## config.mk

```make
export PLATFORM = sky130hd
export DESIGN_NAME = battery_voltage_window_monitor
export DESIGN_NICKNAME = d
export VERILOG_FILES = /design/src/rtl/bvwm_pkg.sv /design/src/rtl/battery_voltage_window_monitor.sv /design/src/rtl/bvwm_divider.sv /design/src/rtl/bvwm_window.sv
export SDC_FILE = /design/constraint.sdc
export NUM_CORES = 1
export LEC_CHECK = 0
export ABC_AREA = 0
export BUFFER_PORTS_ARGS = -buffer_cell sky130_fd_sc_hd__buf_2
export CAP_MARGIN = 20
export CORE_ASPECT_RATIO = 0.5
export CORE_MARGIN = 1
export CORE_UTILIZATION = 59
export CTS_BUF_LIST = sky130_fd_sc_hd__clkbuf_4
export CTS_CLUSTER_DIAMETER = 200
export DETAILED_ROUTE_END_ITERATION = 7
export PLACE_DENSITY = 0.8
export SETUP_SLACK_MARGIN = 0.1
export SLEW_MARGIN = 20
export SYNTH_ARGS = -nofsm -noshare
export SYNTH_HDL_FRONTEND = slang
export SYNTH_SLANG_ARGS = --single-unit
```

## constraint.sdc

```tcl
create_clock -name clock -period 7.1 [get_ports clock]
set_clock_uncertainty 0.2 [all_clocks]
set_input_delay 0 -clock clock [delete_from_list [all_inputs] [get_ports clock]]
set_output_delay 0 -clock clock [all_outputs]
set_load 0.01 [all_outputs]
```

## src/rtl/bvwm_pkg.sv

```systemverilog
// ----------------------------------------------------------------------------
// Battery voltage window monitor package
// Shared types, codes and constants of the window monitor.
// ----------------------------------------------------------------------------
package bvwm_pkg;

   localparam int SAMPLE_W   = 12;
   localparam int MAX_SAMPLE = 4095;
   localparam int MV_W       = 14;
   localparam int PCT_W      = 7;
   localparam int TIME_W     = 32;
   localparam int LIMIT_W    = 14;
   localparam int GAP_W      = 12;
   localparam int ELAPSE_W   = 16;
   localparam int CSR_DATA_W = 16;
   localparam int CSR_IDX_W  = 2;
   localparam int STATUS_W   = 2;
   localparam int SEG_W      = 4;
   localparam int MV_PROD_W  = 17;
   localparam int PCT_DEN_W  = 9;
   localparam int PCT_NUM_W  = 12;

   localparam logic [CSR_IDX_W-1:0] CSR_LOW_LIMIT  = 2'd0;
   localparam logic [CSR_IDX_W-1:0] CSR_GAP        = 2'd1;
   localparam logic [CSR_IDX_W-1:0] CSR_ELAPSE     = 2'd2;

   localparam logic [LIMIT_W-1:0]  LOW_LIMIT_RESET = 14'd7000;
   localparam logic [GAP_W-1:0]    GAP_RESET       = 12'd50;
   localparam logic [ELAPSE_W-1:0] ELAPSE_RESET    = 16'd60;

   localparam logic KIND_SAMPLE   = 1'b0;
   localparam logic KIND_EVALUATE = 1'b1;

   localparam logic [STATUS_W-1:0] STATUS_EMPTY         = 2'd0;
   localparam logic [STATUS_W-1:0] STATUS_NONE_ACCEPTED = 2'd1;
   localparam logic [STATUS_W-1:0] STATUS_EVALUATED     = 2'd2;

   localparam logic [MV_W:0]    REF_MARGIN_MV = 15'd100;
   localparam logic [MV_W:0]    REF_STEP_MV   = 15'd150;
   localparam logic [1:0]       LOW_RUN_MAX   = 2'd3;
   localparam logic [3:0]       MV_DIVISOR    = 4'd10;
   localparam logic [PCT_W-1:0] PCT_STEP      = 7'd10;
   localparam logic [PCT_W-1:0] PCT_FULL      = 7'd100;
   localparam logic [SEG_W-1:0] PCT_POINTS    = 4'd11;

   typedef enum logic [1:0] {
      WIN_IDLE,
      WIN_MAX,
      WIN_SUM,
      WIN_DONE
   } win_state_type;

   typedef enum logic [2:0] {
      ST_IDLE,
      ST_SCAN,
      ST_AVG,
      ST_MV,
      ST_UPDATE,
      ST_SEG,
      ST_PCT,
      ST_DONE
   } top_state_type;

   typedef struct packed {
      logic push;
      logic start;
   } win_ctrl_type;

   typedef struct packed {
      logic done;
      logic empty;
   } win_stat_type;

   function automatic logic [MV_W-1:0] pct_point(input logic [SEG_W-1:0] idx);
      logic [MV_W-1:0] mv;
      unique case (idx)
         4'd0:    mv = 14'd6500;
         4'd1:    mv = 14'd6840;
         4'd2:    mv = 14'd7020;
         4'd3:    mv = 14'd7160;
         4'd4:    mv = 14'd7240;
         4'd5:    mv = 14'd7300;
         4'd6:    mv = 14'd7360;
         4'd7:    mv = 14'd7460;
         4'd8:    mv = 14'd7580;
         4'd9:    mv = 14'd7740;
         default: mv = 14'd7940;
      endcase
      return mv;
   endfunction

endpackage

```

## src/rtl/battery_voltage_window_monitor.sv

```systemverilog
// ----------------------------------------------------------------------------
// Battery voltage window monitor
// The req channel carries one beat per item: kind 0 pushes a raw ADC sample
// into the window, kind 1 evaluates the window at time req_time_now. A sample
// beat gives no rsp beat. An evaluate beat gives one rsp beat with the
// filtered voltage, the slow-falling reference, the charge percentage and
// the alarm flags. An evaluation makes two passes of the window past its
// single tap, then three passes of the 17-bit serial divider (as wide as
// the window sum above a depth of 32). One item is worked on at a time;
// req_stall stays high until the result sits in the output register.
// A finished result waits in that register while rsp_stall is high, and the
// next item may be taken meanwhile; a later result waits for it to drain.
// Reset clears the window, the reference, the alarm latch and the counters,
// and loads the register reset values. The csr port writes a register; the
// user must use it only while the block is idle, as the block itself does
// not enforce this.
// ----------------------------------------------------------------------------
module battery_voltage_window_monitor
   import bvwm_pkg::*;
#(
   parameter int WINDOW_DEPTH = 16
) (
   input  logic                  clock,
   input  logic                  reset,
   input  logic                  csr_write_enable,
   input  logic [CSR_IDX_W-1:0]  csr_index,
   input  logic [CSR_DATA_W-1:0] csr_write_data,
   input  logic                  req_valid,
   output logic                  req_stall,
   input  logic                  req_kind,
   input  logic [SAMPLE_W-1:0]   req_sample,
   input  logic [TIME_W-1:0]     req_time_now,
   output logic                  rsp_valid,
   input  logic                  rsp_stall,
   output logic [STATUS_W-1:0]   rsp_status,
   output logic [MV_W-1:0]       rsp_battery_mv,
   output logic [MV_W-1:0]       rsp_reference_mv,
   output logic [PCT_W-1:0]      rsp_percent,
   output logic                  rsp_store_reference,
   output logic                  rsp_raise_alarm,
   output logic                  rsp_low_latched
);

   localparam int SUM_W  = $clog2(WINDOW_DEPTH * MAX_SAMPLE + 1);
   localparam int ACC_W  = $clog2(WINDOW_DEPTH + 1);
   localparam int DIV_DW = (SUM_W > MV_PROD_W) ? SUM_W : MV_PROD_W;
   localparam int DIV_VW = (ACC_W > PCT_DEN_W) ? ACC_W : PCT_DEN_W;

   top_state_type       state_ff, state_in;
   logic [LIMIT_W-1:0]  limit_ff, limit_in;
   logic [GAP_W-1:0]    gap_ff, gap_in;
   logic [ELAPSE_W-1:0] elapse_ff, elapse_in;
   logic [TIME_W-1:0]   now_ff, now_in;
   logic [MV_W-1:0]     ref_ff, ref_in;
   logic [TIME_W-1:0]   ref_time_ff, ref_time_in;
   logic [1:0]          low_cnt_ff, low_cnt_in;
   logic                alarm_ff, alarm_in;
   logic [PCT_W-1:0]    last_pct_ff, last_pct_in;
   logic [STATUS_W-1:0] status_ff, status_in;
   logic [MV_W-1:0]     mv_ff, mv_in;
   logic                store_ff, store_in;
   logic                raise_ff, raise_in;
   logic [SEG_W-1:0]    seg_ff, seg_in;
   logic                rsp_valid_ff, rsp_valid_in;
   logic [STATUS_W-1:0] rsp_status_ff, rsp_status_in;
   logic [MV_W-1:0]     rsp_mv_ff, rsp_mv_in;
   logic [MV_W-1:0]     rsp_ref_ff, rsp_ref_in;
   logic [PCT_W-1:0]    rsp_pct_ff, rsp_pct_in;
   logic                rsp_store_ff, rsp_store_in;
   logic                rsp_raise_ff, rsp_raise_in;
   logic                rsp_latched_ff, rsp_latched_in;

   win_ctrl_type        win_ctrl;
   win_stat_type        win_stat;
   logic [SUM_W-1:0]    win_sum;
   logic [ACC_W-1:0]    win_acc;

   logic                div_start;
   logic [DIV_DW-1:0]   div_dividend;
   logic [DIV_VW-1:0]   div_divisor;
   logic                div_done;
   logic [DIV_DW-1:0]   div_quotient;

   logic                req_accept;
   logic                rsp_free;
   logic [SAMPLE_W-1:0] avg;
   logic [MV_PROD_W-1:0] mv_prod;
   logic [MV_W-1:0]     ref_base;
   logic [TIME_W-1:0]   time_base;
   logic [TIME_W-1:0]   elapsed;
   logic [MV_W:0]       mv_margin;
   logic [MV_W:0]       mv_step;
   logic                capture;
   logic                drop;
   logic [MV_W-1:0]     ref_new;
   logic                low;
   logic [1:0]          cnt_new;
   logic                check;
   logic                raise;
   logic [SEG_W-1:0]    seg;
   logic                in_range;
   logic [SEG_W-1:0]    lo_idx;
   logic [SEG_W-1:0]    hi_idx;
   logic [MV_W-1:0]     lo_mv;
   logic [MV_W-1:0]     span;
   logic [MV_W-1:0]     offset;
   logic [PCT_NUM_W-1:0] offset10;
   logic [SEG_W-1:0]    seg_m1;
   logic [PCT_W-1:0]    pct;

   bvwm_window #(
      .WINDOW_DEPTH(WINDOW_DEPTH)
   ) u_window (
      .clock    (clock),
      .reset    (reset),
      .ctrl     (win_ctrl),
      .sample   (req_sample),
      .gap      (gap_ff),
      .stat     (win_stat),
      .sum      (win_sum),
      .accepted (win_acc)
   );

   bvwm_divider #(
      .DIVIDEND_W(DIV_DW),
      .DIVISOR_W (DIV_VW)
   ) u_divider (
      .clock    (clock),
      .reset    (reset),
      .start    (div_start),
      .dividend (div_dividend),
      .divisor  (div_divisor),
      .done     (div_done),
      .quotient (div_quotient)
   );

   assign req_stall      = state_ff != ST_IDLE;
   assign req_accept     = req_valid && !req_stall;
   assign rsp_free       = !rsp_valid_ff || !rsp_stall;
   assign win_ctrl.push  = req_accept && (req_kind == KIND_SAMPLE);
   assign win_ctrl.start = req_accept && (req_kind == KIND_EVALUATE);

   always_comb begin
      limit_in  = limit_ff;
      gap_in    = gap_ff;
      elapse_in = elapse_ff;
      if (csr_write_enable) begin
         unique case (csr_index)
            CSR_LOW_LIMIT: limit_in  = csr_write_data[LIMIT_W-1:0];
            CSR_GAP:       gap_in    = csr_write_data[GAP_W-1:0];
            CSR_ELAPSE:    elapse_in = csr_write_data[ELAPSE_W-1:0];
            default:       limit_in  = limit_ff;
         endcase
      end
   end

   always_comb begin
      avg     = div_quotient[SAMPLE_W-1:0];
      mv_prod = {1'b0, avg, 4'b0} + {2'b0, avg, 3'b0} + {4'b0, avg, 1'b0};

      capture   = ref_ff == '0;
      ref_base  = capture ? mv_ff : ref_ff;
      time_base = capture ? now_ff : ref_time_ff;
      elapsed   = now_ff - time_base;
      mv_margin = {1'b0, mv_ff} + REF_MARGIN_MV;
      mv_step   = {1'b0, mv_ff} + REF_STEP_MV;
      drop      = (mv_margin < {1'b0, ref_base}) &&
                  (elapsed > TIME_W'(elapse_ff));
      if (!drop) begin
         ref_new = ref_base;
      end else if (mv_step < {1'b0, ref_base}) begin
         ref_new = ref_base - REF_STEP_MV[MV_W-1:0];
      end else begin
         ref_new = mv_ff;
      end
      low = mv_ff < limit_ff;
      if (!low) begin
         cnt_new = 2'd0;
      end else if (low_cnt_ff == LOW_RUN_MAX) begin
         cnt_new = LOW_RUN_MAX;
      end else begin
         cnt_new = low_cnt_ff + 2'd1;
      end
      check = !low || (cnt_new == LOW_RUN_MAX);
      raise = check && low && (ref_new < limit_ff) && !alarm_ff;

      seg = '0;
      for (int k = 0; k < 11; k++) begin
         if (ref_ff >= pct_point(SEG_W'(k))) begin
            seg = SEG_W'(k + 1);
         end
      end
      in_range = (seg != '0) && (seg != PCT_POINTS);
      lo_idx   = in_range ? seg - SEG_W'(1) : '0;
      hi_idx   = in_range ? seg : SEG_W'(1);
      lo_mv    = pct_point(lo_idx);
      span     = pct_point(hi_idx) - lo_mv;
      offset   = ref_ff - lo_mv;
      offset10 = {offset[PCT_DEN_W-1:0], 3'b0} + {2'b0, offset[PCT_DEN_W-1:0], 1'b0};

      seg_m1 = seg_ff - SEG_W'(1);
      if (seg_ff == '0) begin
         pct = '0;
      end else if (seg_ff == PCT_POINTS) begin
         pct = PCT_FULL;
      end else begin
         pct = div_quotient[PCT_W-1:0] + PCT_W'({3'b0, seg_m1} * PCT_STEP);
      end
   end

   always_comb begin
      state_in       = state_ff;
      now_in         = now_ff;
      ref_in         = ref_ff;
      ref_time_in    = ref_time_ff;
      low_cnt_in     = low_cnt_ff;
      alarm_in       = alarm_ff;
      last_pct_in    = last_pct_ff;
      status_in      = status_ff;
      mv_in          = mv_ff;
      store_in       = store_ff;
      raise_in       = raise_ff;
      seg_in         = seg_ff;
      rsp_valid_in   = rsp_valid_ff && rsp_stall;
      rsp_status_in  = rsp_status_ff;
      rsp_mv_in      = rsp_mv_ff;
      rsp_ref_in     = rsp_ref_ff;
      rsp_pct_in     = rsp_pct_ff;
      rsp_store_in   = rsp_store_ff;
      rsp_raise_in   = rsp_raise_ff;
      rsp_latched_in = rsp_latched_ff;
      div_start      = 1'b0;
      div_dividend   = DIV_DW'(win_sum);
      div_divisor    = DIV_VW'(win_acc);
      unique case (state_ff)
         ST_IDLE: begin
            if (win_ctrl.start) begin
               now_in   = req_time_now;
               state_in = ST_SCAN;
            end
         end
         ST_SCAN: begin
            if (win_stat.done) begin
               mv_in    = '0;
               store_in = 1'b0;
               raise_in = 1'b0;
               if (win_stat.empty) begin
                  status_in = STATUS_EMPTY;
                  state_in  = ST_DONE;
               end else if (win_acc == '0) begin
                  status_in = STATUS_NONE_ACCEPTED;
                  state_in  = ST_DONE;
               end else begin
                  status_in = STATUS_EVALUATED;
                  div_start = 1'b1;
                  state_in  = ST_AVG;
               end
            end
         end
         ST_AVG: begin
            div_dividend = DIV_DW'(mv_prod);
            div_divisor  = DIV_VW'(MV_DIVISOR);
            if (div_done) begin
               div_start = 1'b1;
               state_in  = ST_MV;
            end
         end
         ST_MV: begin
            if (div_done) begin
               mv_in    = div_quotient[MV_W-1:0];
               state_in = ST_UPDATE;
            end
         end
         ST_UPDATE: begin
            ref_in      = ref_new;
            ref_time_in = (capture || drop) ? now_ff : ref_time_ff;
            store_in    = capture || drop;
            low_cnt_in  = cnt_new;
            alarm_in    = alarm_ff || raise;
            raise_in    = raise;
            state_in    = ST_SEG;
         end
         ST_SEG: begin
            seg_in       = seg;
            div_start    = 1'b1;
            div_dividend = in_range ? DIV_DW'(offset10) : '0;
            div_divisor  = in_range ? DIV_VW'(span[PCT_DEN_W-1:0]) : DIV_VW'(1);
            state_in     = ST_PCT;
         end
         ST_PCT: begin
            if (div_done) begin
               last_pct_in = pct;
               state_in    = ST_DONE;
            end
         end
         ST_DONE: begin
            if (rsp_free) begin
               rsp_valid_in   = 1'b1;
               rsp_status_in  = status_ff;
               rsp_mv_in      = mv_ff;
               rsp_ref_in     = ref_ff;
               rsp_pct_in     = last_pct_ff;
               rsp_store_in   = store_ff;
               rsp_raise_in   = raise_ff;
               rsp_latched_in = alarm_ff;
               state_in       = ST_IDLE;
            end
         end
         default: begin
            state_in = ST_IDLE;
         end
      endcase
   end

   always_ff @(posedge clock) begin
      if (reset) begin
         state_ff     <= ST_IDLE;
         limit_ff     <= LOW_LIMIT_RESET;
         gap_ff       <= GAP_RESET;
         elapse_ff    <= ELAPSE_RESET;
         ref_ff       <= '0;
         ref_time_ff  <= '0;
         low_cnt_ff   <= '0;
         alarm_ff     <= 1'b0;
         last_pct_ff  <= '0;
         rsp_valid_ff <= 1'b0;
      end else begin
         state_ff     <= state_in;
         limit_ff     <= limit_in;
         gap_ff       <= gap_in;
         elapse_ff    <= elapse_in;
         ref_ff       <= ref_in;
         ref_time_ff  <= ref_time_in;
         low_cnt_ff   <= low_cnt_in;
         alarm_ff     <= alarm_in;
         last_pct_ff  <= last_pct_in;
         rsp_valid_ff <= rsp_valid_in;
      end
   end

   always_ff @(posedge clock) begin
      now_ff         <= now_in;
      status_ff      <= status_in;
      mv_ff          <= mv_in;
      store_ff       <= store_in;
      raise_ff       <= raise_in;
      seg_ff         <= seg_in;
      rsp_status_ff  <= rsp_status_in;
      rsp_mv_ff      <= rsp_mv_in;
      rsp_ref_ff     <= rsp_ref_in;
      rsp_pct_ff     <= rsp_pct_in;
      rsp_store_ff   <= rsp_store_in;
      rsp_raise_ff   <= rsp_raise_in;
      rsp_latched_ff <= rsp_latched_in;
   end

   assign rsp_valid           = rsp_valid_ff;
   assign rsp_status          = rsp_status_ff;
   assign rsp_battery_mv      = rsp_mv_ff;
   assign rsp_reference_mv    = rsp_ref_ff;
   assign rsp_percent         = rsp_pct_ff;
   assign rsp_store_reference = rsp_store_ff;
   assign rsp_raise_alarm     = rsp_raise_ff;
   assign rsp_low_latched     = rsp_latched_ff;

endmodule

```

## src/rtl/bvwm_divider.sv

```systemverilog
// ----------------------------------------------------------------------------
// Serial divider
// Restoring division that settles one quotient bit per cycle.
// ----------------------------------------------------------------------------
module bvwm_divider #(
   parameter int DIVIDEND_W = 17,
   parameter int DIVISOR_W  = 9
) (
   input  logic                  clock,
   input  logic                  reset,
   input  logic                  start,
   input  logic [DIVIDEND_W-1:0] dividend,
   input  logic [DIVISOR_W-1:0]  divisor,
   output logic                  done,
   output logic [DIVIDEND_W-1:0] quotient
);

   localparam int CNT_W = (DIVIDEND_W > 1) ? $clog2(DIVIDEND_W) : 1;

   logic                  busy_ff, busy_in;
   logic                  done_ff, done_in;
   logic [CNT_W-1:0]      cnt_ff, cnt_in;
   logic [DIVISOR_W-1:0]  rem_ff, rem_in;
   logic [DIVISOR_W-1:0]  den_ff, den_in;
   logic [DIVIDEND_W-1:0] quo_ff, quo_in;
   logic [DIVISOR_W:0]    trial;
   logic [DIVISOR_W:0]    diff;
   logic                  fits;

   always_comb begin
      trial   = {rem_ff, quo_ff[DIVIDEND_W-1]};
      fits    = trial >= {1'b0, den_ff};
      diff    = trial - {1'b0, den_ff};
      busy_in = busy_ff;
      done_in = 1'b0;
      cnt_in  = cnt_ff;
      rem_in  = rem_ff;
      den_in  = den_ff;
      quo_in  = quo_ff;
      if (start) begin
         busy_in = 1'b1;
         cnt_in  = '0;
         rem_in  = '0;
         den_in  = divisor;
         quo_in  = dividend;
      end else if (busy_ff) begin
         rem_in = fits ? diff[DIVISOR_W-1:0] : trial[DIVISOR_W-1:0];
         quo_in = {quo_ff[DIVIDEND_W-2:0], fits};
         cnt_in = cnt_ff + CNT_W'(1);
         if (cnt_ff == CNT_W'(DIVIDEND_W - 1)) begin
            busy_in = 1'b0;
            done_in = 1'b1;
         end
      end
   end

   always_ff @(posedge clock) begin
      if (reset) begin
         busy_ff <= 1'b0;
         done_ff <= 1'b0;
         cnt_ff  <= '0;
      end else begin
         busy_ff <= busy_in;
         done_ff <= done_in;
         cnt_ff  <= cnt_in;
      end
   end

   always_ff @(posedge clock) begin
      rem_ff <= rem_in;
      den_ff <= den_in;
      quo_ff <= quo_in;
   end

   assign done     = done_ff;
   assign quotient = quo_ff;

endmodule

```

## src/rtl/bvwm_window.sv

```systemverilog
// ----------------------------------------------------------------------------
// Sample window
// Shift line of raw samples that rotates past a single tap to find the
// maximum and then the sum and count of the samples close to it.
// ----------------------------------------------------------------------------
module bvwm_window
   import bvwm_pkg::*;
#(
   parameter int WINDOW_DEPTH = 16
) (
   input  logic                                         clock,
   input  logic                                         reset,
   input  win_ctrl_type                                 ctrl,
   input  logic [SAMPLE_W-1:0]                          sample,
   input  logic [GAP_W-1:0]                             gap,
   output win_stat_type                                 stat,
   output logic [$clog2(WINDOW_DEPTH*MAX_SAMPLE+1)-1:0] sum,
   output logic [$clog2(WINDOW_DEPTH+1)-1:0]            accepted
);

   localparam int SUM_W = $clog2(WINDOW_DEPTH * MAX_SAMPLE + 1);
   localparam int ACC_W = $clog2(WINDOW_DEPTH + 1);
   localparam int IDX_W = $clog2(WINDOW_DEPTH);

   logic [SAMPLE_W-1:0] win_ff [WINDOW_DEPTH];
   logic [SAMPLE_W-1:0] win_in [WINDOW_DEPTH];
   win_state_type       state_ff, state_in;
   logic [IDX_W-1:0]    idx_ff, idx_in;
   logic                live_ff, live_in;
   logic [SAMPLE_W-1:0] max_ff, max_in;
   logic [SUM_W-1:0]    sum_ff, sum_in;
   logic [ACC_W-1:0]    acc_ff, acc_in;
   logic [SAMPLE_W-1:0] head;
   logic                live;
   logic                near;
   logic                last;

   always_comb begin
      head     = win_ff[0];
      live     = live_ff && (head != '0);
      near     = ({1'b0, head} + {1'b0, gap}) >= {1'b0, max_ff};
      last     = idx_ff == IDX_W'(WINDOW_DEPTH - 1);
      win_in   = win_ff;
      state_in = state_ff;
      idx_in   = idx_ff;
      live_in  = live_ff;
      max_in   = max_ff;
      sum_in   = sum_ff;
      acc_in   = acc_ff;
      if (state_ff == WIN_MAX || state_ff == WIN_SUM) begin
         for (int k = 0; k < WINDOW_DEPTH - 1; k++) begin
            win_in[k] = win_ff[k+1];
         end
         win_in[WINDOW_DEPTH-1] = win_ff[0];
      end
      unique case (state_ff)
         WIN_IDLE: begin
            if (ctrl.push) begin
               win_in[0] = sample;
               for (int k = 1; k < WINDOW_DEPTH; k++) begin
                  win_in[k] = win_ff[k-1];
               end
            end
            if (ctrl.start) begin
               state_in = WIN_MAX;
               idx_in   = '0;
               live_in  = 1'b1;
               max_in   = '0;
               sum_in   = '0;
               acc_in   = '0;
            end
         end
         WIN_MAX: begin
            if (live && head > max_ff) begin
               max_in = head;
            end
            live_in = live;
            idx_in  = idx_ff + IDX_W'(1);
            if (last) begin
               state_in = WIN_SUM;
               idx_in   = '0;
               live_in  = 1'b1;
            end
         end
         WIN_SUM: begin
            if (live && near) begin
               sum_in = sum_ff + SUM_W'(head);
               acc_in = acc_ff + ACC_W'(1);
            end
            live_in = live;
            idx_in  = idx_ff + IDX_W'(1);
            if (last) begin
               state_in = WIN_DONE;
            end
         end
         WIN_DONE: begin
            state_in = WIN_IDLE;
         end
         default: begin
            state_in = WIN_IDLE;
         end
      endcase
   end

   always_ff @(posedge clock) begin
      if (reset) begin
         state_ff <= WIN_IDLE;
         idx_ff   <= '0;
         live_ff  <= 1'b0;
         for (int k = 0; k < WINDOW_DEPTH; k++) begin
            win_ff[k] <= '0;
         end
      end else begin
         state_ff <= state_in;
         idx_ff   <= idx_in;
         live_ff  <= live_in;
         win_ff   <= win_in;
      end
   end

   always_ff @(posedge clock) begin
      max_ff <= max_in;
      sum_ff <= sum_in;
      acc_ff <= acc_in;
   end

   assign stat.done  = state_ff == WIN_DONE;
   assign stat.empty = max_ff == '0;
   assign sum        = sum_ff;
   assign accepted   = acc_ff;

endmodule

```

==> Yosys cells after proc, flatten, opt, wreduce, memory -nomap -nowiden <==
Memories as Yosys holds them, arrays and structs flattened.
Cells that the tools add are included.
{ "word_totals": {"n_memories": 2, "output_inout_bits": 42, "word_cells": 255, "reg_bits": 470, "mem_bits_ro": 288} }
{ "memory_table": {"columns": ["name", "depth", "word_bits", "rd", "rd_ports_with_merged_regs", "write_ports", "line_no", "text"], "rows": [
  ["(no name shown)", 16, 9, 1, 0, 0, "bvwm_pkg.sv:76", "unique case (idx)"],
  ["(no name shown)", 16, 9, 1, 0, 0, "bvwm_pkg.sv:76", null]
]} }
{ "classes": {"magnitude_cmp": 19, "n_eq_ne": 29, "mul": 1, "addsub": 19, "bitwise": 2, "n_reduce_logical": 55, "muxes": 77} }
{ "ops": {"columns": ["operator", "count"], "rows": [
  ["2-to-1 mux 192 bit", 3],
  ["greater-or-equal comparator 14 x 13 -> 1 bit (second input constant)", 11],
  ["2-to-1 mux 14 bit", 5],
  ["2-to-1 mux 4 bit", 14],
  ["2-to-1 mux 12 bit", 3],
  ["2-to-1 mux 17 bit", 2],
  ["case mux 17 bit (2 select lines)", 1],
  ["greater-than comparator 32 x 16 -> 1 bit", 1],
  ["2-to-1 mux 16 bit", 2],
  ["2-to-1 mux 32 bit", 1],
  ["case mux 16 bit (2 select lines)", 1],
  ["subtractor 32 bit", 1],
  ["less-than comparator 15 x 14 -> 1 bit", 2],
  ["less-than comparator 14 bit", 2],
  ["case mux 14 bit (2 select lines)", 1],
  ["subtractor 9 bit", 3],
  ["2-to-1 mux 3 bit", 8],
  ["case mux 12 bit (2 select lines)", 1],
  ["case mux 3 bit (8 select lines)", 1],
  ["AND reduction 2 bit", 10],
  ["2-to-1 mux 9 bit", 2],
  ["case mux 9 bit (2 select lines)", 1],
  ["adder 16 x 15 -> 17 bit", 1],
  ["adder 17 x 13 -> 17 bit", 1],
  ["52 further kinds", 124]
]} }

==> Depth between registers and ports, before layout <==
Gate-level depths: netlist of run 1.
An unclocked memory read counts as a cell.
{ "depth": {"word_depth": 21, "mapped_depth": 35, "depth_no_buf": 33} }

==> Cells and area by module <==
Synthesis of run 1 repeated with hierarchy kept, for this count alone.
{ "unflattened": {"cells_unflattened": 3069, "area_unflattened_um2": 28366.0} }
{ "by_module_without_submodules": {"columns": ["mod", "area_per_inst_um2", "cells_per_inst", "instances"], "rows": [
  ["battery_voltage_window_monitor", 14468.9, 1660, 1],
  ["bvwm_window", 11730.0, 1218, 1],
  ["bvwm_divider", 2167.1, 191, 1]
]} }

==> Worst setup path after synthesis of run 1 <==
Ideal clock, no wire load.
{ "synth_timing": {"kind": "reg2reg", "startpoint": "register ref_ff[13]", "endpoint": "register raise_ff, data pin", "t_arrival_ns": 7.149, "required_ns": 6.743, "n_path_buf": 5, "slack_ns": -0.406, "synth_period_minus_slack_ns": 7.506, "path_stages_with_launch": 34, "setup_ns": 0.157, "path_cell_list": "dfxtp_1 -> clkbuf_1 -> nor4_1 -> and4_1 -> clkbuf_1 -> buf_1 -> clkbuf_1 -> mux2i_1 -> fa_1 -> a211oi_1 -> o21a_1 -> a221oi_1 -> o21ai_0 -> nand2b_1 -> a31oi_1 -> xnor2_1 -> ha_1 -> and4_1 -> a221oi_1 -> o22ai_1 -> nor4_1 -> nand4_1 -> nor4b_2 -> a21o_1 -> buf_2 -> o22ai_1 -> ha_1 -> a21o_1 -> a21o_1 -> a21oi_1 -> inv_1 -> o21ai_0 -> nand2_1 -> nor3_1"} }
{ "synth_via": {"elab_chain_cells": 10, "word_cells_on_any_way": 15} }
{ "synth_lines": {"columns": ["element", "line_no", "text"], "rows": [
  ["start: declaration", "battery_voltage_window_monitor.sv:54", "logic [MV_W-1:0] ref_ff, ref_in;"],
  ["start signal: assignment", "battery_voltage_window_monitor.sv:332", "ref_ff <= ref_in;"],
  ["logical NOT 14 bit", "battery_voltage_window_monitor.sv:161", "capture = ref_ff == '0;"],
  ["2-to-1 mux 32 bit", "battery_voltage_window_monitor.sv:163", "time_base = capture ? now_ff : ref_time_ff;"],
  ["subtractor 32 bit", "battery_voltage_window_monitor.sv:164", "elapsed = now_ff - time_base;"],
  ["greater-than comparator 32 x 16 -> 1 bit", "battery_voltage_window_monitor.sv:168", "(elapsed > TIME_W'(elapse_ff));"],
  ["logical AND 1 bit", "battery_voltage_window_monitor.sv:167", "drop = (mv_margin < {1'b0, ref_base}) &&"],
  ["2-to-1 mux 14 bit (*)", "battery_voltage_window_monitor.sv:169", "if (!drop) begin"],
  ["via ref_new[3]", "battery_voltage_window_monitor.sv:95", "logic [MV_W-1:0] ref_new;"],
  ["less-than comparator 14 bit (*)", "battery_voltage_window_monitor.sv:185", "raise = check && low && (ref_new < limit_ff) && !alarm_ff;"],
  ["logical AND 1 bit (*) (2 in series)", "battery_voltage_window_monitor.sv:185", null],
  ["case mux 1 bit (2 select lines) (*)", "battery_voltage_window_monitor.sv:235", "unique case (state_ff)"],
  ["end signal: assignment", "battery_voltage_window_monitor.sv:346", "raise_ff <= raise_in;"],
  ["end: declaration", "battery_voltage_window_monitor.sv:62", "logic raise_ff, raise_in;"]
]} }
Mark *: on every way through the listed nets, which the timed path passes. The rest lies on a longest branch.
A chain may end at the register's enable or synchronous reset.

==> Final worst setup path of run 1 <==
{ "layout_timing": {"startpoint": "register ref_ff[1]", "endpoint": "register raise_ff, data pin"} }
Same word-level chain as after synthesis.

==> flow_summary.json, run 1 <==
{
  "yosysTopAreaCell": "dfxtp_1",
  "yosysUniqueCellTypes": 90,
  "wl_met2_um": 33800,
  "start_util": 0.599,
  "ys_seq_elements": 470,
  "drt-vias-per-instance": 5.93,
  "synth_area_um2": 28100,
  "placed_area_um2": 29100,
  "top_layer": "met4",
  "p_switching_mw": 5.89,
  "fin_util": 0.694,
  "core_um2": 46900,
  "fin_ws_ps": 401,
  "dr.pass1.iters": 6,
  "dp_hpwl_um": 47200,
  "dpl.cell_count": 3629,
  "final_nets": 3589,
  "ir_drop_uv": 570,
  "synthArstFlopShare": 0,
  "synth_nets": 3327,
  "clk_latency_ps": 870,
  "reg2reg_depth": 30,
  "fin_tns_setup_ps": 0,
  "grt_max_degree": 269,
  "port-buffer-count": 109,
  "final_area_um2": 32500,
  "synth_warnings": 0,
  "arrival_ps": 7240,
  "hp-class": "input pin to flip-flop",
  "seq_area_frac_synth": 0.390,
  "drv_cap": 0,
  "hold_ws_ps": 106,
  "rrSetupSlack_ps": 400,
  "period_minus_slack_ps": 6700,
  "place_congestion": 0.952,
  "hold_path_end": "state_ff[0]",
  "dieArea_um2": 48500,
  "dpl_worst_slack_ps": -131,
  "cp_max_fo": 4,
  "fin_total_pwr_mw": 13.7,
  "synthFlopType": "dfxtp_1",
  "met3_length_um": 5130,
  "synth_mux_area_frac": 0.0978,
  "ios": 110,
  "grt_pass1_wl_um": 114000,
  "worstMarginPinSlew_ps": 1150,
  "startpoint_type": "flip-flop",
  "final_common_cell": "nor2_1",
  "met1Wirelength_um": 30600,
  "max_stage_delay_ps": 430,
  "p_per_area_nw_per_um2": 420,
  "hold_start": "req_valid",
  "rows": 56,
  "clk_pin_slew_ps": 90,
  "slowest_stage": "fa_1",
  "grt_pass1_vias": 22600,
  "power.leakage_nw": 13.9,
  "synth-edff-count": 153,
  "mostFrequentLayoutCells": "375 x nor2_1, 316 x dfxtp_1, 270 x mux2i_1",
  "p_comb_frac": 0.542,
  "p_clk_frac": 0.164,
  "area_growth_pct": 15.9,
  "detail_route.wl_per_cell_um": 18.0,
  "root_buffer": "clkbuf_4",
  "die_y_um": 156,
  "cts_tree": "yes",
  "rsz0062_at_grt": "true",
  "cts_buffer_depth": 3,
  "yosysTopAreaCellShare": 0.226,
  "synthCells": 3012,
  "critPathMostFrequentCell": "ha_1",
  "initialDrtViolationCount": 2302,
  "max_freq_mhz": 149,
  "grt_antenna_before_repair": 1,
  "slew_headroom": 0.233,
  "slew_viol_final": 0,
  "ctsHtreeMaxLevel": 3,
  "outcome": "finished, final reports clean",
  "intPower_mw": 7.79,
  "grt_overflow": 0,
  "synth_top_family_by_area": "compound AO/OA/AOI/OAI gates",
  "crit_type": "flip-flop to flip-flop",
  "synth.top_cells.by_area": "dfxtp_1 23%, edfxtp_1 16%, ha_1 10%",
  "dieWidth_um": 310,
  "synth_xor_area_frac": 0.0336,
  "r2r_start": "ref_ff[1]",
  "synth-compound-area-share": 0.180,
  "setup_viol": 0,
  "stdcell_count": 4002,
  "vias": 23700,
  "crit_path_end_kind": "flip-flop",
  "synthAdderAreaFrac": 0.115,
  "critPathRequiredTime_ps": 7640,
  "yosys.area_share.simple": 0.138,
  "drive_gt1_frac": 0.122,
  "avgSynthCellArea_um2": 9.32,
  "switching_share": 0.430,
  "clock_sinks": 470,
  "grt_usage": 0.292,
  "drc": 0,
  "worst_hold_path.num_cells": 6,
  "pwr-share-seq": 0.293,
  "rr_endpoint": "raise_ff",
  "ant_nets": 0,
  "min_period_over_period": 0.943,
  "finalHoldViolCount": 0,
  "cts_made_buffers": 106,
  "wl_um": 71900
}
-- kinds of logic after synthesis --
group | Yosys count
simple gates | 845
compound gates | 748
flops | 470
buf+inv | 322
mux | 274
fa+ha+maj | 247
xor+xnor | 106
-- synth_stat cells, types with 6 or more instances --
master     number
a2111oi_0       6
nand3b_1        9
mux2i_1       271
ha_1          228
buf_1          11
nand4b_1        6
inv_1         140
nor3_1         39
clkbuf_1      146
nor4_1         17
a21o_1         69
a22oi_1        12
a311oi_1        6
nand4_1        28
or3_1           6
a31oi_1        23
a211o_1        16
nand3_1        40
nor3b_1        13
nor2b_1        24
nor2_1        375
a222oi_1        6
nand2b_1       30
o21ai_0        82
xnor2_1        66
o22ai_1        14
o211ai_1       12
edfxtp_1      153
xor2_1         39
and2_1         38
o21a_1         20
o21bai_1       16
a211oi_1      206
a221oi_1       12
buf_2          16
dfxtp_1       317
nand2_1       183
and3_1         14
fa_1           19
a21oi_1       194
-- timing repair --
action,in CTS,in global routing
hold buffers,169,0
endpoints found under the setup margin,3,5
setup buffers,0,5
endpoints found under the hold margin,431,0
resized for setup,7,35
pin swaps,0,9
-- final cells by class --
type	instances	area, µm²
Multi-Input combinational cell	2220	16100
Fill cell	3529	14300
Sequential cell	470	10900
Timing Repair Buffer	333	2710
Clock buffer	167	1250
Tap cell	638	798
Inverter	143	537
Clock inverter	29	170
Antenna cell	2	5.00
-- how the worst max path moves through the flow --
stage / startpoint / endpoint / slack (ps) / cells past startpoint
4_1_cts: ref_ff[3] / alarm_ff / 100 / 33
6_report: ref_ff[1] / raise_ff / 400 / 30
3_3_place_gp: ref_ff[11] / raise_ff / 120 / 27
2_1_floorplan: ref_ff[13] / raise_ff / 130 / 33
3_5_place_dp: ref_ff[11] / raise_ff / -130 / 27
5_1_grt: ref_ff[1] / raise_ff / -8 / 32
-- state kept, by name, indices dropped and copies added (netlist names), 4 cells and up --
name,cells
u_divider.den_ff,9
u_window.head,12
now_ff,32
rsp_percent,7
u_window.max_ff,12
limit_ff,14
u_divider.rem_ff,9
ref_time_ff,32
last_pct_ff,7
mv_ff,14
ref_ff,14
u_window.win_ff,180
u_window.idx_ff,4
rsp_battery_mv,14
elapse_ff,16
u_divider.quotient,17
u_divider.cnt_ff,5
u_window.sum,16
gap_ff,12
u_window.accepted,5
seg_ff,4
rsp_reference_mv,14
-- power by group through the flow --
stage	Sequential, mW	Combinational [mW]	Clock (mW)
4_1_cts	4.00	7.15	2.28
5_1_grt	4.09	8.15	2.44
3_3_place_gp	4.02	6.81	0
6_report	4.01	7.42	2.25
2_1_floorplan	3.86	5.60	0
3_5_place_dp	4.05	6.96	0
-- critical path, delay by kind of cell, from the launching register on --
family          cells  cell delay [ps]
compound gates     11             2130
xor+xnor            1              140
fa+ha+maj           4             1200
simple gates       12             2310
flops               1              340
buf+inv             2              240
-- layer usage --
layer / GRT usage / up-vias
met2: 0.490 / 885
li1: - / 11500
met3: 0.0668 / 220
met5: 0 / -
met1: 0.364 / 11100
met4: 0.115 / 0
Power figures use the tool's default switching activity.
==> run 2: changes to the inputs <==
--- a/config.mk
+++ b/config.mk
@@ -9,7 +9,7 @@
 export BUFFER_PORTS_ARGS = -buffer_cell sky130_fd_sc_hd__buf_2
 export CAP_MARGIN = 20
 export CORE_ASPECT_RATIO = 0.5
-export CORE_MARGIN = 1
+export CORE_MARGIN = 2
 export CORE_UTILIZATION = 59
 export CTS_BUF_LIST = sky130_fd_sc_hd__clkbuf_4
 export CTS_CLUSTER_DIAMETER = 200
==> run 2 against run 1 <==
Net effect: total power down 0.33%; maximum frequency up 0.24%; core utilization down 0.19 points; clock power down 2%; sequential share of layout area up 0.088 points; setup slack better by 16 ps; die area up 1.9%; critical path depth down 3; design area down 0.27%; critical path type unchanged.
==> flow_summary.json, run 2 (synthesis results as in run 1) <==
{
  "start_util": 0.599,
  "cts_made_buffers": 107,
  "grt_pass1_vias": 22800,
  "ctsHtreeMaxLevel": 3,
  "grt_pass1_wl_um": 115000,
  "drc": 0,
  "ios": 110,
  "fin_total_pwr_mw": 13.6,
  "cts_tree": "yes",
  "reg_top3": "u_window.win_ff: 180 flops, now_ff: 32 flops, ref_time_ff: 32 flops",
  "rr_endpoint": "u_divider.quotient[10]",
  "clk_pin_slew_ps": 90,
  "drv_cap": 0,
  "largest_reg_flops": 180,
  "slowest_stage": "fa_1",
  "wl_um": 71900,
  "top_register": "u_window.win_ff",
  "hold_path_end": "limit_ff[10]",
  "place_congestion": 0.973,
  "crit_type": "flip-flop to flip-flop",
  "initialDrtViolationCount": 2234,
  "p_per_area_nw_per_um2": 420,
  "slew_headroom": 0.250,
  "mostFrequentLayoutCells": "375 x nor2_1, 317 x dfxtp_1, 270 x mux2i_1",
  "rrSetupSlack_ps": 420,
  "hp-class": "input pin to flip-flop",
  "use_met2": 0.484,
  "clk_latency_ps": 880,
  "rsz0062_at_grt": "false",
  "cp_max_fo": 10,
  "worstMarginPinSlew_ps": 1120,
  "ant_nets": 0,
  "hold_start": "csr_index[0]",
  "use_met3": 0.0551,
  "outcome": "finished, final reports clean",
  "regArea_um2": 10900,
  "clock_sinks": 470,
  "rows": 56,
  "root_buffer": "clkbuf_4",
  "fill_cells": 3541,
  "area_growth_pct": 15.6,
  "hold_ws_ps": 74.8,
  "busiest_layer": "met2",
  "r2r_start": "ref_ff[3]",
  "dp_hpwl_um": 46900,
  "crit_path_end_kind": "flip-flop",
  "drive_gt1_frac": 0.120,
  "drt-vias-per-instance": 5.96,
  "max_stage_delay_ps": 570,
  "critPathMostFrequentCell": "ha_1",
  "fin_tns_setup_ps": 0,
  "startpoint_type": "flip-flop",
  "core_um2": 46900,
  "final_nets": 3587,
  "period_minus_slack_ps": 6680,
  "dieWidth_um": 312,
  "grt_usage": 0.287,
  "setup_viol": 0,
  "ir_drop_uv": 446,
  "grt_max_degree": 242,
  "final_common_cell": "nor2_1",
  "dr.pass1.iters": 8,
  "dieArea_um2": 49500,
  "detail_route.wl_per_cell_um": 18.0,
  "power.leakage_nw": 13.9,
  "max_freq_mhz": 150,
  "fin_util": 0.692,
  "min_period_over_period": 0.941,
  "critPathRequiredTime_ps": 7490,
  "reg2reg_depth": 27,
  "grt_antenna_before_repair": 2,
  "grt_overflow": 0,
  "met1_usage": 0.363,
  "multi_input_area_um2": 16100,
  "die_y_um": 158,
  "arrival_ps": 7070,
  "slew_viol_final": 0,
  "port-buffer-count": 109,
  "worst_hold_path.num_cells": 5,
  "vias": 23800,
  "cts_buffer_depth": 3,
  "finalHoldViolCount": 0
}
run 2: how the worst max path moves through the flow:
stage	startpoint	to	slack, ps	depth (start not counted)
finish	ref_ff[3]	u_divider.quotient[10]	420	27
CTS	ref_ff[13]	raise_ff	120	29
floorplan	ref_ff[13]	raise_ff	130	33
global placement	ref_ff[3]	raise_ff	240	28
detailed placement	ref_ff[13]	raise_ff	60	28
global route	ref_ff[9]	raise_ff	80	29
run 2: per-stage QoR:
stage | worst slack (ps) | instance area, µm² | cells
after floorplan | 130 | 28100 | 3012
after global placement | 240 | 29100 | 3628
after detailed placement | 58.4 | 29100 | 3628
after CTS | 117 | 32200 | 3988
after global routing | 80.4 | 32400 | 3999
final | 417 | 32400 | 3999
run 2: layer usage:
layer | up-vias | part of all wire
li1 | 11600 | -
met1 | 11200 | 0.43
met2 | 829 | 0.47
met3 | 226 | 0.066
met4 | 0 | 0.036
met5 | - | 0
run 2: final cells by class:
class,instances,area share
Clock buffer,164,0.0379
Clock inverter,32,0.00517
Antenna cell,2,0.000154
Inverter,143,0.0165
Tap cell,638,0.0246
Sequential cell,470,0.337
Multi-Input combinational cell,2220,0.496
Timing Repair Buffer,330,0.0826
run 2: power breakdown:
| group | switching [mW] | internal (mW) | total (mW) |
|---|---|---|---|
| sequential | 0.560 | 3.45 | 4.01 |
| clock | 1.14 | 1.06 | 2.20 |
| combinational | 4.19 | 3.22 | 7.41 |
| total | 5.89 | 7.74 | 13.6 |
run 2: critical path, delay by kind of cell, from the launching register on:
| kind | cells | cell delay [ps] |
|---|---|---|
| AOI/OAI and AO/OA | 13 | 2620 |
| adders and majority gates | 5 | 1540 |
| and+or+nand+nor | 4 | 860 |
| buffers and inverters | 4 | 480 |
| muxes | 1 | 370 |
| DFF | 1 | 320 |
run 2: repair_timing:
| item | CTS | global route |
|---|---|---|
| setup buffers | 0 | 9 |
| endpoints found under the hold margin | 444 | 0 |
| endpoints found under the setup margin | 2 | 5 |
| pin swaps | 0 | 12 |
| hold buffers | 164 | 0 |
| gates resized for setup | 1 | 38 |
